## src/rtl/nlcp_pkg.sv

```systemverilog
// shared types and constants for the numeric literal classifier
`timescale 1ns / 1ps

package nlcp_pkg;

  // default width of the internal value accumulators
  localparam int VALUE_WIDTH_DEF = 32;
  // width of the value field on the result channel
  localparam int RESULT_WIDTH = 32;

  // character codes
  localparam logic [7:0] CH_NUL   = 8'h00;
  localparam logic [7:0] CH_TAB   = 8'h09;
  localparam logic [7:0] CH_CR    = 8'h0D;
  localparam logic [7:0] CH_SPACE = 8'h20;
  localparam logic [7:0] CH_PLUS  = 8'h2B;
  localparam logic [7:0] CH_MINUS = 8'h2D;
  localparam logic [7:0] CH_DOT   = 8'h2E;
  localparam logic [7:0] CH_DIG0  = 8'h30;
  localparam logic [7:0] CH_DIG1  = 8'h31;
  localparam logic [7:0] CH_DIG9  = 8'h39;
  localparam logic [7:0] CH_A_UP  = 8'h41;
  localparam logic [7:0] CH_B_UP  = 8'h42;
  localparam logic [7:0] CH_F_UP  = 8'h46;
  localparam logic [7:0] CH_X_UP  = 8'h58;
  localparam logic [7:0] CH_A_LO  = 8'h61;
  localparam logic [7:0] CH_B_LO  = 8'h62;
  localparam logic [7:0] CH_E_LO  = 8'h65;
  localparam logic [7:0] CH_F_LO  = 8'h66;
  localparam logic [7:0] CH_X_LO  = 8'h78;

  // result class codes
  typedef enum logic [2:0] {
    CL_INVALID = 3'd0,
    CL_HEX     = 3'd1,
    CL_INT     = 3'd2,
    CL_REAL    = 3'd3,
    CL_BIN     = 3'd4
  } class_t;

  // main scanner phase
  typedef enum logic [9:0] {
    PH_START = 10'b00_0000_0001,
    PH_ZERO  = 10'b00_0000_0010,
    PH_INT   = 10'b00_0000_0100,
    PH_HEX0  = 10'b00_0000_1000,
    PH_HEX   = 10'b00_0001_0000,
    PH_FRAC  = 10'b00_0010_0000,
    PH_EXP0  = 10'b00_0100_0000,
    PH_EXP   = 10'b00_1000_0000,
    PH_DONE  = 10'b01_0000_0000,
    PH_ENDED = 10'b10_0000_0000
  } scan_phase_t;

  // binary literal tracker
  typedef enum logic [3:0] {
    BP_START  = 4'b0001,
    BP_DIGITS = 4'b0010,
    BP_YES    = 4'b0100,
    BP_FAIL   = 4'b1000
  } bin_phase_t;

  // decimal value parser
  typedef enum logic [3:0] {
    DP_WS     = 4'b0001,
    DP_SIGN   = 4'b0010,
    DP_DIGITS = 4'b0100,
    DP_STOP   = 4'b1000
  } dec_phase_t;

  // scanner phase together with the class it decided
  typedef struct packed {
    scan_phase_t phase;
    class_t      cls;
  } scan_state_t;

  // result handed from the scanner to the output buffer
  typedef struct packed {
    class_t                    number_class;
    logic                      value_valid;
    logic [RESULT_WIDTH-1:0]   value;
  } scan_result_t;

endpackage

```

## src/rtl/nlcp_text_if.sv

```systemverilog
// channel that carries the text bytes into the classifier
`timescale 1ns / 1ps

interface nlcp_text_if;
  logic       valid;
  logic       ready;
  logic [7:0] ch;
  logic       last;

  modport source (output valid, output ch, output last, input ready);
  modport sink (input valid, input ch, input last, output ready);
endinterface

```

## src/rtl/nlcp_result_if.sv

```systemverilog
// channel that carries one classification result per text
`timescale 1ns / 1ps

interface nlcp_result_if;
  logic                                    valid;
  logic                                    ready;
  logic [2:0]                              number_class;
  logic                                    value_valid;
  logic signed [nlcp_pkg::RESULT_WIDTH-1:0] value;

  modport source (output valid, output number_class, output value_valid, output value,
                  input ready);
  modport sink (input valid, input number_class, input value_valid, input value,
                output ready);
endinterface

```

## src/rtl/nlcp_scan.sv

```systemverilog
// scanner state, accumulators and per-byte classification logic
`timescale 1ns / 1ps

module nlcp_scan #(
  parameter int VALUE_WIDTH = nlcp_pkg::VALUE_WIDTH_DEF
) (
  input  logic                   clk,
  input  logic                   rst,
  input  logic                   take,
  input  logic [7:0]             ch,
  input  logic                   last,
  output nlcp_pkg::scan_result_t result
);

  // character helpers
  function automatic logic is_dec(input logic [7:0] c);
    return (c >= nlcp_pkg::CH_DIG0) && (c <= nlcp_pkg::CH_DIG9);
  endfunction

  function automatic logic is_hex(input logic [7:0] c);
    return is_dec(c) ||
           ((c >= nlcp_pkg::CH_A_LO) && (c <= nlcp_pkg::CH_F_LO)) ||
           ((c >= nlcp_pkg::CH_A_UP) && (c <= nlcp_pkg::CH_F_UP));
  endfunction

  function automatic logic [3:0] hex_val(input logic [7:0] c);
    return is_dec(c) ? c[3:0] : 4'(c[3:0] + 4'd9);
  endfunction

  // main scanner: one byte, phase and class only
  function automatic nlcp_pkg::scan_state_t scan_step(input nlcp_pkg::scan_state_t s,
                                                     input logic [7:0] c);
    nlcp_pkg::scan_state_t r;
    nlcp_pkg::scan_phase_t eff;
    logic term;
    logic stop;
    r    = s;
    eff  = s.phase;
    term = (c == nlcp_pkg::CH_NUL) || (c == nlcp_pkg::CH_SPACE);
    stop = 1'b0;
    if (s.phase == nlcp_pkg::PH_START) begin
      if (c == nlcp_pkg::CH_MINUS) begin
        r.phase = nlcp_pkg::PH_INT;
        stop    = 1'b1;
      end else if (c == nlcp_pkg::CH_DIG0) begin
        r.phase = nlcp_pkg::PH_ZERO;
        stop    = 1'b1;
      end else begin
        eff = nlcp_pkg::PH_INT;
      end
    end else if (s.phase == nlcp_pkg::PH_ZERO) begin
      if (c == nlcp_pkg::CH_X_LO || c == nlcp_pkg::CH_X_UP) begin
        r.phase = nlcp_pkg::PH_HEX0;
        stop    = 1'b1;
      end else begin
        eff = nlcp_pkg::PH_INT;
      end
    end
    if (!stop) begin
      unique case (eff)
        nlcp_pkg::PH_INT: begin
          if (is_dec(c)) begin
            r.phase = nlcp_pkg::PH_INT;
          end else if (c == nlcp_pkg::CH_DOT) begin
            r.phase = nlcp_pkg::PH_FRAC;
          end else if (c == nlcp_pkg::CH_E_LO) begin
            r.phase = nlcp_pkg::PH_EXP0;
          end else begin
            r.phase = nlcp_pkg::PH_DONE;
            r.cls   = term ? nlcp_pkg::CL_INT : nlcp_pkg::CL_INVALID;
          end
        end
        nlcp_pkg::PH_HEX0, nlcp_pkg::PH_HEX: begin
          if (is_hex(c)) begin
            r.phase = nlcp_pkg::PH_HEX;
          end else begin
            r.phase = nlcp_pkg::PH_DONE;
            r.cls   = (eff == nlcp_pkg::PH_HEX && term) ? nlcp_pkg::CL_HEX
                                                       : nlcp_pkg::CL_INVALID;
          end
        end
        nlcp_pkg::PH_FRAC: begin
          if (is_dec(c)) begin
            r.phase = nlcp_pkg::PH_FRAC;
          end else if (c == nlcp_pkg::CH_E_LO) begin
            r.phase = nlcp_pkg::PH_EXP0;
          end else begin
            r.phase = nlcp_pkg::PH_DONE;
            r.cls   = term ? nlcp_pkg::CL_REAL : nlcp_pkg::CL_INVALID;
          end
        end
        nlcp_pkg::PH_EXP0: begin
          if (c == nlcp_pkg::CH_PLUS || c == nlcp_pkg::CH_MINUS || is_dec(c)) begin
            r.phase = nlcp_pkg::PH_EXP;
          end else begin
            r.phase = nlcp_pkg::PH_DONE;
            r.cls   = term ? nlcp_pkg::CL_REAL : nlcp_pkg::CL_INVALID;
          end
        end
        nlcp_pkg::PH_EXP: begin
          if (is_dec(c)) begin
            r.phase = nlcp_pkg::PH_EXP;
          end else begin
            r.phase = nlcp_pkg::PH_DONE;
            r.cls   = term ? nlcp_pkg::CL_REAL : nlcp_pkg::CL_INVALID;
          end
        end
        default: begin
        end
      endcase
    end
    if (c == nlcp_pkg::CH_NUL) begin
      r.phase = nlcp_pkg::PH_ENDED;
    end
    return r;
  endfunction

  // binary literal tracker: one byte
  function automatic nlcp_pkg::bin_phase_t bin_step(input nlcp_pkg::bin_phase_t b,
                                                   input logic [7:0] c);
    nlcp_pkg::bin_phase_t r;
    r = b;
    if (b == nlcp_pkg::BP_START || b == nlcp_pkg::BP_DIGITS) begin
      if (c == nlcp_pkg::CH_DIG0 || c == nlcp_pkg::CH_DIG1) begin
        r = nlcp_pkg::BP_DIGITS;
      end else if ((c == nlcp_pkg::CH_B_LO || c == nlcp_pkg::CH_B_UP) &&
                   b == nlcp_pkg::BP_DIGITS) begin
        r = nlcp_pkg::BP_YES;
      end else begin
        r = nlcp_pkg::BP_FAIL;
      end
    end
    return r;
  endfunction

  // state registers
  nlcp_pkg::scan_state_t   scan;
  nlcp_pkg::bin_phase_t    bin_phase;
  nlcp_pkg::dec_phase_t    dec_phase;
  logic                    negative_sign;
  logic [VALUE_WIDTH-1:0]  dec_acc;
  logic [VALUE_WIDTH-1:0]  hex_acc;
  logic [VALUE_WIDTH-1:0]  bin_acc;

  nlcp_pkg::scan_state_t   scan_next;
  nlcp_pkg::scan_state_t   scan_final;
  nlcp_pkg::bin_phase_t    bin_phase_next;
  nlcp_pkg::bin_phase_t    bin_phase_final;
  nlcp_pkg::dec_phase_t    dec_phase_next;
  logic                    negative_sign_next;
  logic [VALUE_WIDTH-1:0]  dec_acc_next;
  logic [VALUE_WIDTH-1:0]  hex_acc_next;
  logic [VALUE_WIDTH-1:0]  bin_acc_next;

  logic                    active;
  logic                    ws;
  logic                    dec_upd;
  logic                    hex_upd;
  logic                    bin_upd;
  logic [VALUE_WIDTH-1:0]  dec_times10;
  nlcp_pkg::class_t        cls;
  logic                    val_ok;
  logic [VALUE_WIDTH-1:0]  val;
  logic [VALUE_WIDTH+nlcp_pkg::RESULT_WIDTH-1:0] val_ext;

  // the text stops being scanned once its zero byte is seen
  assign active = (scan.phase != nlcp_pkg::PH_ENDED);
  assign ws     = (ch == nlcp_pkg::CH_SPACE) ||
                  ((ch >= nlcp_pkg::CH_TAB) && (ch <= nlcp_pkg::CH_CR));

  // accumulator update enables
  assign hex_upd = active && is_hex(ch) &&
                   (scan.phase == nlcp_pkg::PH_HEX0 || scan.phase == nlcp_pkg::PH_HEX);
  assign bin_upd = active && (ch == nlcp_pkg::CH_DIG0 || ch == nlcp_pkg::CH_DIG1) &&
                   (bin_phase == nlcp_pkg::BP_START || bin_phase == nlcp_pkg::BP_DIGITS);
  assign dec_upd = active && is_dec(ch) && (dec_phase != nlcp_pkg::DP_STOP);

  // constant-factor accumulators: x16, x2 by shift, x10 as 8x + 2x
  assign dec_times10  = {dec_acc[VALUE_WIDTH-4:0], 3'b000} + {dec_acc[VALUE_WIDTH-2:0], 1'b0};
  assign dec_acc_next = dec_upd ? VALUE_WIDTH'(dec_times10 + VALUE_WIDTH'(ch[3:0])) : dec_acc;
  assign hex_acc_next = hex_upd ? {hex_acc[VALUE_WIDTH-5:0], hex_val(ch)} : hex_acc;
  assign bin_acc_next = bin_upd ? {bin_acc[VALUE_WIDTH-2:0], ch[0]} : bin_acc;

  // decimal parser phase and sign
  always_comb begin
    dec_phase_next     = dec_phase;
    negative_sign_next = negative_sign;
    if (active) begin
      unique case (dec_phase)
        nlcp_pkg::DP_WS: begin
          if (ws) begin
            dec_phase_next = nlcp_pkg::DP_WS;
          end else if (ch == nlcp_pkg::CH_PLUS || ch == nlcp_pkg::CH_MINUS) begin
            negative_sign_next = (ch == nlcp_pkg::CH_MINUS);
            dec_phase_next     = nlcp_pkg::DP_SIGN;
          end else if (is_dec(ch)) begin
            dec_phase_next = nlcp_pkg::DP_DIGITS;
          end else begin
            dec_phase_next = nlcp_pkg::DP_STOP;
          end
        end
        nlcp_pkg::DP_SIGN, nlcp_pkg::DP_DIGITS: begin
          dec_phase_next = is_dec(ch) ? nlcp_pkg::DP_DIGITS : nlcp_pkg::DP_STOP;
        end
        default: begin
        end
      endcase
    end
  end

  // scanner and binary tracker for this byte
  always_comb begin
    scan_next      = scan;
    bin_phase_next = bin_phase;
    if (active) begin
      scan_next      = scan_step(scan, ch);
      bin_phase_next = bin_step(bin_phase, ch);
    end
  end

  // closing the text: an implicit zero byte unless one was already seen
  always_comb begin
    scan_final      = scan_next;
    bin_phase_final = bin_phase_next;
    if (scan_next.phase != nlcp_pkg::PH_ENDED) begin
      scan_final      = scan_step(scan_next, nlcp_pkg::CH_NUL);
      bin_phase_final = bin_step(bin_phase_next, nlcp_pkg::CH_NUL);
    end
  end

  // result class and value
  always_comb begin
    cls    = scan_final.cls;
    val_ok = 1'b0;
    val    = '0;
    if (cls == nlcp_pkg::CL_INVALID && bin_phase_final == nlcp_pkg::BP_YES) begin
      cls = nlcp_pkg::CL_BIN;
    end
    case (cls)
      nlcp_pkg::CL_HEX: begin
        val_ok = 1'b1;
        val    = hex_acc_next;
      end
      nlcp_pkg::CL_INT: begin
        val_ok = 1'b1;
        val    = negative_sign_next ? VALUE_WIDTH'('0 - dec_acc_next) : dec_acc_next;
      end
      nlcp_pkg::CL_BIN: begin
        val_ok = 1'b1;
        val    = bin_acc_next;
      end
      default: begin
      end
    endcase
  end

  assign val_ext             = {{nlcp_pkg::RESULT_WIDTH{1'b0}}, val};
  assign result.number_class = cls;
  assign result.value_valid  = val_ok;
  assign result.value        = val_ext[nlcp_pkg::RESULT_WIDTH-1:0];

  // state update; the last byte returns everything to the start of a text
  always_ff @(posedge clk) begin
    if (rst || (take && last)) begin
      scan.phase    <= nlcp_pkg::PH_START;
      scan.cls      <= nlcp_pkg::CL_INVALID;
      bin_phase     <= nlcp_pkg::BP_START;
      dec_phase     <= nlcp_pkg::DP_WS;
      negative_sign <= 1'b0;
      dec_acc       <= '0;
      hex_acc       <= '0;
      bin_acc       <= '0;
    end else if (take) begin
      scan          <= scan_next;
      bin_phase     <= bin_phase_next;
      dec_phase     <= dec_phase_next;
      negative_sign <= negative_sign_next;
      dec_acc       <= dec_acc_next;
      hex_acc       <= hex_acc_next;
      bin_acc       <= bin_acc_next;
    end
  end

endmodule

```

## src/rtl/numeric_literal_classify_parse.sv

```systemverilog
// Numeric literal classifier: takes one text byte per item on the text channel and,
// on the byte flagged last, delivers one result with the literal's class (invalid,
// hexadecimal, decimal integer, decimal real, binary) and, for hexadecimal, decimal
// integer and binary, its integer value wrapped to VALUE_WIDTH bits and then shown
// in 32 bits. A zero byte or a space terminates the literal; bytes after a zero byte
// are ignored until the last flag. A new byte is accepted whenever the text channel is
// ready; the scanner state and the three accumulators update in the cycle the byte is
// accepted, and the result is registered, so it appears on the result channel the cycle
// after the last byte unless an earlier result is still waiting there.
// A two-entry output buffer lets the text channel keep streaming while a result waits;
// the text channel stalls only when both entries hold undelivered results.
`timescale 1ns / 1ps

module numeric_literal_classify_parse #(
  parameter int VALUE_WIDTH = nlcp_pkg::VALUE_WIDTH_DEF
) (
  input  logic          clk,
  input  logic          rst,
  nlcp_text_if.sink     text,
  nlcp_result_if.source result
);

  logic                   take;
  logic                   push;
  nlcp_pkg::scan_result_t res_new;

  // output buffer: main register and skid register
  nlcp_pkg::scan_result_t main_res;
  nlcp_pkg::scan_result_t skid_res;
  logic                   main_valid;
  logic                   skid_valid;
  logic                   main_free;

  assign text.ready = !skid_valid;
  assign take       = text.valid && text.ready;
  assign push       = take && text.last;
  assign main_free  = !main_valid || result.ready;

  // per-byte scanner
  nlcp_scan #(
    .VALUE_WIDTH(VALUE_WIDTH)
  ) u_scan (
    .clk    (clk),
    .rst    (rst),
    .take   (take),
    .ch     (text.ch),
    .last   (text.last),
    .result (res_new)
  );

  // buffer control
  always_ff @(posedge clk) begin
    if (rst) begin
      main_valid <= 1'b0;
      skid_valid <= 1'b0;
    end else if (main_free) begin
      main_valid <= skid_valid || push;
      skid_valid <= 1'b0;
    end else if (push) begin
      skid_valid <= 1'b1;
    end
  end

  // buffer payload
  always_ff @(posedge clk) begin
    if (main_free) begin
      main_res <= skid_valid ? skid_res : res_new;
    end else if (push) begin
      skid_res <= res_new;
    end
  end

  assign result.valid        = main_valid;
  assign result.number_class = main_res.number_class;
  assign result.value_valid  = main_res.value_valid;
  assign result.value        = main_res.value;

`ifndef SYNTH
  // the skid entry only fills behind a waiting main entry
  a_skid_behind_main: assert property (@(posedge clk) disable iff (rst)
    skid_valid |-> main_valid)
    else $error("skid entry valid while main entry empty");

  // after the last byte of a text, the result channel always holds a valid result next cycle
  a_last_gives_result: assert property (@(posedge clk) disable iff (rst)
    (text.valid && text.ready && text.last) |=> result.valid)
    else $error("no result after last byte");

  // a value is only offered for the integer classes, and is zero otherwise
  a_value_class: assert property (@(posedge clk) disable iff (rst)
    result.valid |-> (result.value_valid ?
      (result.number_class == nlcp_pkg::CL_HEX || result.number_class == nlcp_pkg::CL_INT ||
       result.number_class == nlcp_pkg::CL_BIN) : (result.value == '0)))
    else $error("value flag does not match class");
`endif

endmodule

```

## src/flat_wrapper.sv

```systemverilog
// flat-port wrapper written by rule: the top's interface ports become plain ports
module numeric_literal_classify_parse_flat 
#(
  parameter int VALUE_WIDTH = nlcp_pkg::VALUE_WIDTH_DEF
)
  (clk, rst, text_valid, text_ch, text_last, text_ready, result_valid, result_number_class, result_value_valid, result_value, result_ready);
  nlcp_text_if text_i ();
  nlcp_result_if result_i ();
  input  logic clk;
  input  logic rst;
  input wire logic [$bits(text_i.valid)-1:0] text_valid;
  input wire logic [$bits(text_i.ch)-1:0] text_ch;
  input wire logic [$bits(text_i.last)-1:0] text_last;
  output wire logic [$bits(text_i.ready)-1:0] text_ready;
  output wire logic [$bits(result_i.valid)-1:0] result_valid;
  output wire logic [$bits(result_i.number_class)-1:0] result_number_class;
  output wire logic [$bits(result_i.value_valid)-1:0] result_value_valid;
  output wire logic [$bits(result_i.value)-1:0] result_value;
  input wire logic [$bits(result_i.ready)-1:0] result_ready;
  assign text_i.valid = text_valid;
  assign text_i.ch = text_ch;
  assign text_i.last = text_last;
  assign text_ready = text_i.ready;
  assign result_valid = result_i.valid;
  assign result_number_class = result_i.number_class;
  assign result_value_valid = result_i.value_valid;
  assign result_value = result_i.value;
  assign result_i.ready = result_ready;
  numeric_literal_classify_parse #(.VALUE_WIDTH(VALUE_WIDTH)) u_core (.clk(clk), .rst(rst), .text(text_i), .result(result_i));
endmodule
```

## config.mk

```make
export PLATFORM = sky130hd
export DESIGN_NAME = numeric_literal_classify_parse_flat
export DESIGN_NICKNAME = d
export VERILOG_FILES = /design/src/rtl/nlcp_pkg.sv /design/src/rtl/nlcp_text_if.sv /design/src/rtl/nlcp_result_if.sv /design/src/rtl/nlcp_scan.sv /design/src/rtl/numeric_literal_classify_parse.sv /design/src/flat_wrapper.sv
export SDC_FILE = /design/constraint.sdc
export NUM_CORES = 1
export LEC_CHECK = 0
export ABC_AREA = 0
export BUFFER_PORTS_ARGS = -buffer_cell sky130_fd_sc_hd__buf_2
export CORE_AREA = 2 2 172 174
export DETAILED_ROUTE_END_ITERATION = 8
export DIE_AREA = 0 0 174 176
export GPL_ROUTABILITY_DRIVEN = 0
export PLACE_DENSITY = 0.65
export RECOVER_POWER = 50
export REMOVE_ABC_BUFFERS = 1
export SLEW_MARGIN = 30
export SYNTH_ARGS = -nofsm -noshare
export SYNTH_HDL_FRONTEND = slang
export SYNTH_HIERARCHICAL = 1
export SYNTH_SLANG_ARGS = --single-unit
```

## constraint.sdc

```tcl
create_clock -name clk -period 9.5 [get_ports clk]
set_input_delay 1.9 -clock clk [delete_from_list [all_inputs] [get_ports clk]]
set_output_delay 1.9 -clock clk [all_outputs]
set_load 0.005 [all_outputs]
```

After elaboration in Yosys (flattened, before gate mapping)
Index checks and enable logic that the tools add are counted.
{ "totals": {"ff_bits": 192, "output_inout_bits": 38, "inputBits": 13, "elab_cells": 183} }
{ "op_classes": {"magnitude_cmp": 8, "n_eq_ne": 43, "n_bitwise": 1, "n_addsub": 4, "mux": 68, "reduce_logical": 43} }
{ "ops": {"columns": ["cell", "n"], "rows": [
  ["$mux 10", 17],
  ["$mux 32", 4],
  ["$pmux 32 s3", 1],
  ["$pmux 13 s5", 1],
  ["$eq 8x6->1 const B", 6],
  ["$mux 9", 5],
  ["$eq 8x7->1 const B", 5],
  ["$mux 4", 10],
  ["$mux 36", 1],
  ["$add 32x32->32", 1],
  ["$add 32x4->32", 1],
  ["$sub 1x32->32 const A", 1],
  ["$eq 10x4->1 const B", 3],
  ["$eq 10x5->1 const B", 3],
  ["$mux 3", 10],
  ["$mux 13", 2],
  ["$eq 10x1->1 const B", 2],
  ["$eq 10x2->1 const B", 2],
  ["$eq 10x3->1 const B", 2],
  ["$eq 10x6->1 const B", 2],
  ["$eq 10x7->1 const B", 2],
  ["$eq 10x8->1 const B", 2],
  ["$ne 10x10->1 const B", 2],
  ["$ge 8x7->1 const B", 2],
  ["28 further kinds", 80]
]} }

Longest topological paths before layout
{ "depth": {"ltp_word": 29, "ltp_mapped": 20, "mapped_depth_nobuf": 16} }

Modules after synthesis
The synthesis kept the hierarchy.
{ "by_module_without_submodules": {"columns": ["mod", "area_per_inst_um2", "seq_area_each_um2", "instances", "cells_each"], "rows": [
  ["nlcp_scan", 10085.9, 2362.3, 1, 1381],
  ["numeric_literal_classify_parse", 2692.6, 2202.1, 1, 122]
]} }

Least setup slack after synthesis
OpenSTA, ideal clock, no wires.
{ "synth_timing": {"kind": "input to register", "start": "input text_ch[0]", "end": "register u_core.main_res, in the netlist u_core/result.value[30] (data pin)", "required_time_ps": 9240, "t_arrival_ps": 6087, "slack_ps": 3153, "stages": 20, "path_buffers": 5, "setup_time_ps": 260, "cell_sequence": "clkbuf_1 inv_1 ha_1 o21bai_1 a221oi_1 and2_1 buf_2 buf_2 buf_1 buf_1 mux2i_1 ha_1 inv_1 nor2_1 nor4b_1 and4_1 a31oi_1 xnor2_1 o221ai_1 mux2_2"} }
{ "synth_rtl": {"columns": ["element", "line_no", "source"], "rows": [
  ["start, declared", "flat_wrapper.sv:12", "input wire logic [$bits(text_i.ch)-1:0] text_ch;"],
  ["end signal, assigned", "numeric_literal_classify_parse.sv:67", "main_res <= skid_valid ? skid_res : res_new;"],
  ["end, declared", "numeric_literal_classify_parse.sv:28", "nlcp_pkg::scan_result_t main_res;"]
]} }

Worst setup path in the final report
{ "layout_timing": {"start": "input text_valid", "end": "register u_core.u_scan.dec_acc[25]"} }
{ "layout_via": {"elab_chain_len": 3} }
{ "layout_lines": {"columns": ["element", "line_no", "source"], "rows": [
  ["start, declared", "flat_wrapper.sv:11", "input wire logic [$bits(text_i.valid)-1:0] text_valid;"],
  ["$logic_and 1x1->1 (*)", "numeric_literal_classify_parse.sv:35", "assign take = text.valid && text.ready;"],
  ["net u_core.take", "numeric_literal_classify_parse.sv:23", "logic take;"],
  ["$logic_and 1x1->1", "nlcp_scan.sv:264", "if (rst || (take && last)) begin"],
  ["$logic_or 1x1->1", "nlcp_scan.sv:264", null],
  ["end signal, assigned", "nlcp_scan.sv:278", "dec_acc <= dec_acc_next;"],
  ["end, declared", "nlcp_scan.sv:141", "logic [VALUE_WIDTH-1:0] dec_acc;"]
]} }
The timed path passes the listed nets; every way through them passes the cells marked *.
A chain may end at the register's enable or synchronous reset.

==> metrics.txt <==
status finished, violations left; violated checks max-capacitance violations, max-slew violations; R2R depth 5; vias per inst 5.92; fin crit share 75.1%; Mapped Area 12800 sq um; Post-Syn Instances 1503; reg2reg setup slack 2410 ps; die outline height 176 um; layout cells sized above 1 9.89%; Startpoint Class input port; Post-synth EDFFs 72; HPWL Detailed 23.3 mm; Root Driver clkbuf_16; FMAX 140 MHz; GRT overflow 0; count leader, synth nand2_1; Worst-path clk slew 80 ps; Antenna Cells 0; # H-tree levels 4; cell area after layout 13700 sq um; TNS Setup 0 ps; critical path required time 9580 ps; CP Data Arrival Time 7220 ps; CTS hold repair buffers 0; min-delay worst type flop to flop; biggest area consumer among synthesized cells dfxtp_1; largest net degree at the start of global routing 105; FILL cells 2844; residual DRC count 0; Max Buffers Root-to-Sink 2; Most Frequent Cell on Critical Path clkbuf_1; Final Hold Viols 0; sequential fraction of the synthesis area 35.7%; post-route ant nets 0; CTS Buf Count 17; Cell Chain, Critical Path clkbuf_1 -> nor2b_1 -> a21o_1 -> clkbuf_1 -> a211oi_1; slowest CP cell clkbuf_1; Tmin final 7140 ps; Post-layout nets 1573; Area contributors post-synth dfxtp_1 (19%), edfxtp_1 (17%), nand2_1 (8.6%), ha_1 (6.3%), a21oi_1 (5.1%); antenna violations before repair 0; LEAKAGE 0.00509 uW; PortBufs 50; synthesis warning total 6; PostCTS Resize Cnt 0; vias in the first global route 10489; Synth cell types 93; post-DR wirelength/cell 17.7 um; Hold Path Depth 2; multi-input logic area 7600 sq um; drt total wl 33.5 mm; first-pass GRT wire length 54.3 mm; dominant synthesized flop cell dfxtp_1; Slew Limit Fails 281; ys async rst share 0%; Iteration-0 DRC Markers 868; Skew-Pair Late Insertion Delay 440 ps; post-synthesis register bit count 192; CTS tree done; top-area cell type share of the netlist area 18.8%; boundary pin count 51; crit path kind input port to flop; area of the core 28500 sq um; layout overhead on the synthesized area 6.82%; Slew HR -240%; Die X 174 um; slowest stage delay, CP 3570 ps; Total GRT Usage 21.8%; VDD IR-drop max 131 uV; Setup crit end kind flop; Worst-Margin Slew 5100 ps; Cell Area, Placed 13100 sq um; site row count 62; Critical Path Fanout Max 104; PwrDens 140 nW/um^2; Post-CTS Setup Bufs 0; clock skew 12.1 ps; max-cap violations 5; DR pass1 iterations 6; RSZ-0062 raised after global routing no; clock sinks 192; register area 4570 sq um; die footprint 30600 sq um; Starting Density 44.8%; Mean Syn Cell Area 8.50 sq um; Synth top cells by count nand2_1 (294), a21oi_1 (130), dfxtp_1 (120); endpoints failing setup 0; Via Count 11197
## sequential cells by signal, indices dropped and copies added (netlist names)
register / flops
u_core/u_scan/bin_acc: 32
u_core/result.valid: 1
u_core/u_scan/scan: 13
u_core/skid_res: 36
u_core/u_scan/negative_sign: 1
u_core/result.value: 32
u_core/result.value_valid: 1
u_core/u_scan/dec_phase: 4
u_core/u_scan/bin_phase: 4
u_core/skid_valid: 1
u_core/u_scan/dec_acc: 32
u_core/u_scan/hex_acc: 32
u_core/result.number_class: 3
## cell type report
cell class | count | share of cell area [%]
Tap cell | 384 | 3.52
Multi-Input combinational cell | 1190 | 55.7
Timing Repair Buffer | 66 | 2.40
Clock inverter | 15 | 1.12
Sequential cell | 192 | 33.4
Clock buffer | 17 | 3.12
Inverter | 27 | 0.742
## placed cells by master, fill, tap and decap left out, drive strengths merged, types with 12 or more instances in the layout
| cell type | n |
|---|---|
| inv | 32 |
| edfxtp | 72 |
| nor2 | 114 |
| a21oi | 130 |
| a22oi | 15 |
| nand3 | 22 |
| and3 | 17 |
| a31oi | 17 |
| o221ai | 21 |
| mux2i | 48 |
| or3 | 21 |
| o211ai | 15 |
| clkbuf | 41 |
| nand2 | 295 |
| xor2 | 25 |
| xnor2 | 30 |
| ha | 64 |
| dfxtp | 120 |
| buf | 42 |
| o21ai | 66 |
| nor3 | 30 |
| and2 | 12 |
| a21o | 15 |
| mux2 | 38 |
| a211oi | 42 |
## stage by stage
stage / utilization [%] / cells / power, uW / hold slack, ps / setup slack [ps]
global placement: 46.0 / 1859 / 1200 / 444 / 2580
finish: 47.8 / 1891 / 1910 / 458 / 2360
CTS: 48.1 / 1891 / 1920 / 459 / 3110
detailed placement: 46.1 / 1859 / 1200 / 448 / 2700
floorplan: - / 1409 / 1110 / 436 / 1760
global route: 47.8 / 1891 / 1980 / 489 / 1880
## path summary, 6_finish.rpt
| kind | start | end |
|---|---|---|
| min reg2reg | u_core/u_scan/hex_acc[28] | u_core/u_scan/hex_acc[28] |
| min | u_core/u_scan/hex_acc[28] | u_core/u_scan/hex_acc[28] |
| max reg2reg | u_core/skid_valid | u_core/u_scan/dec_acc[25] |
| max | text_valid | u_core/u_scan/dec_acc[25] |
## per-layer routing
| layer | routed length [um] | GRT usage, % |
|---|---|---|
| met1 | 15000 | 28.1 |
| met2 | 16500 | 37.8 |
| met3 | 1320 | 2.54 |
| met4 | 813 | 7.49 |
| met5 | 0 | 0 |
## where the power goes
part | internal (uW) | total, uW | switching, uW
logic | 106 | 286 | 180
clock network | 370 | 720 | 350
registers | 880 | 900 | 19.7
## critical path: cells and delay by family
family	cells	cell delay, ps
buffers and inverters	2	3700
and+or+nand+nor	1	840
AOI/OAI and AO/OA	2	680
## kinds of logic after synthesis
group	after synthesis	share of synthesized area [%]
simple gates	593	21.6
compound gates	390	20.2
flops	192	35.7
buf+inv	121	5.00
mux	86	7.11
fa+ha+maj	66	6.58
xor+xnor	55	3.77
Power figures use the tool's default switching activity.
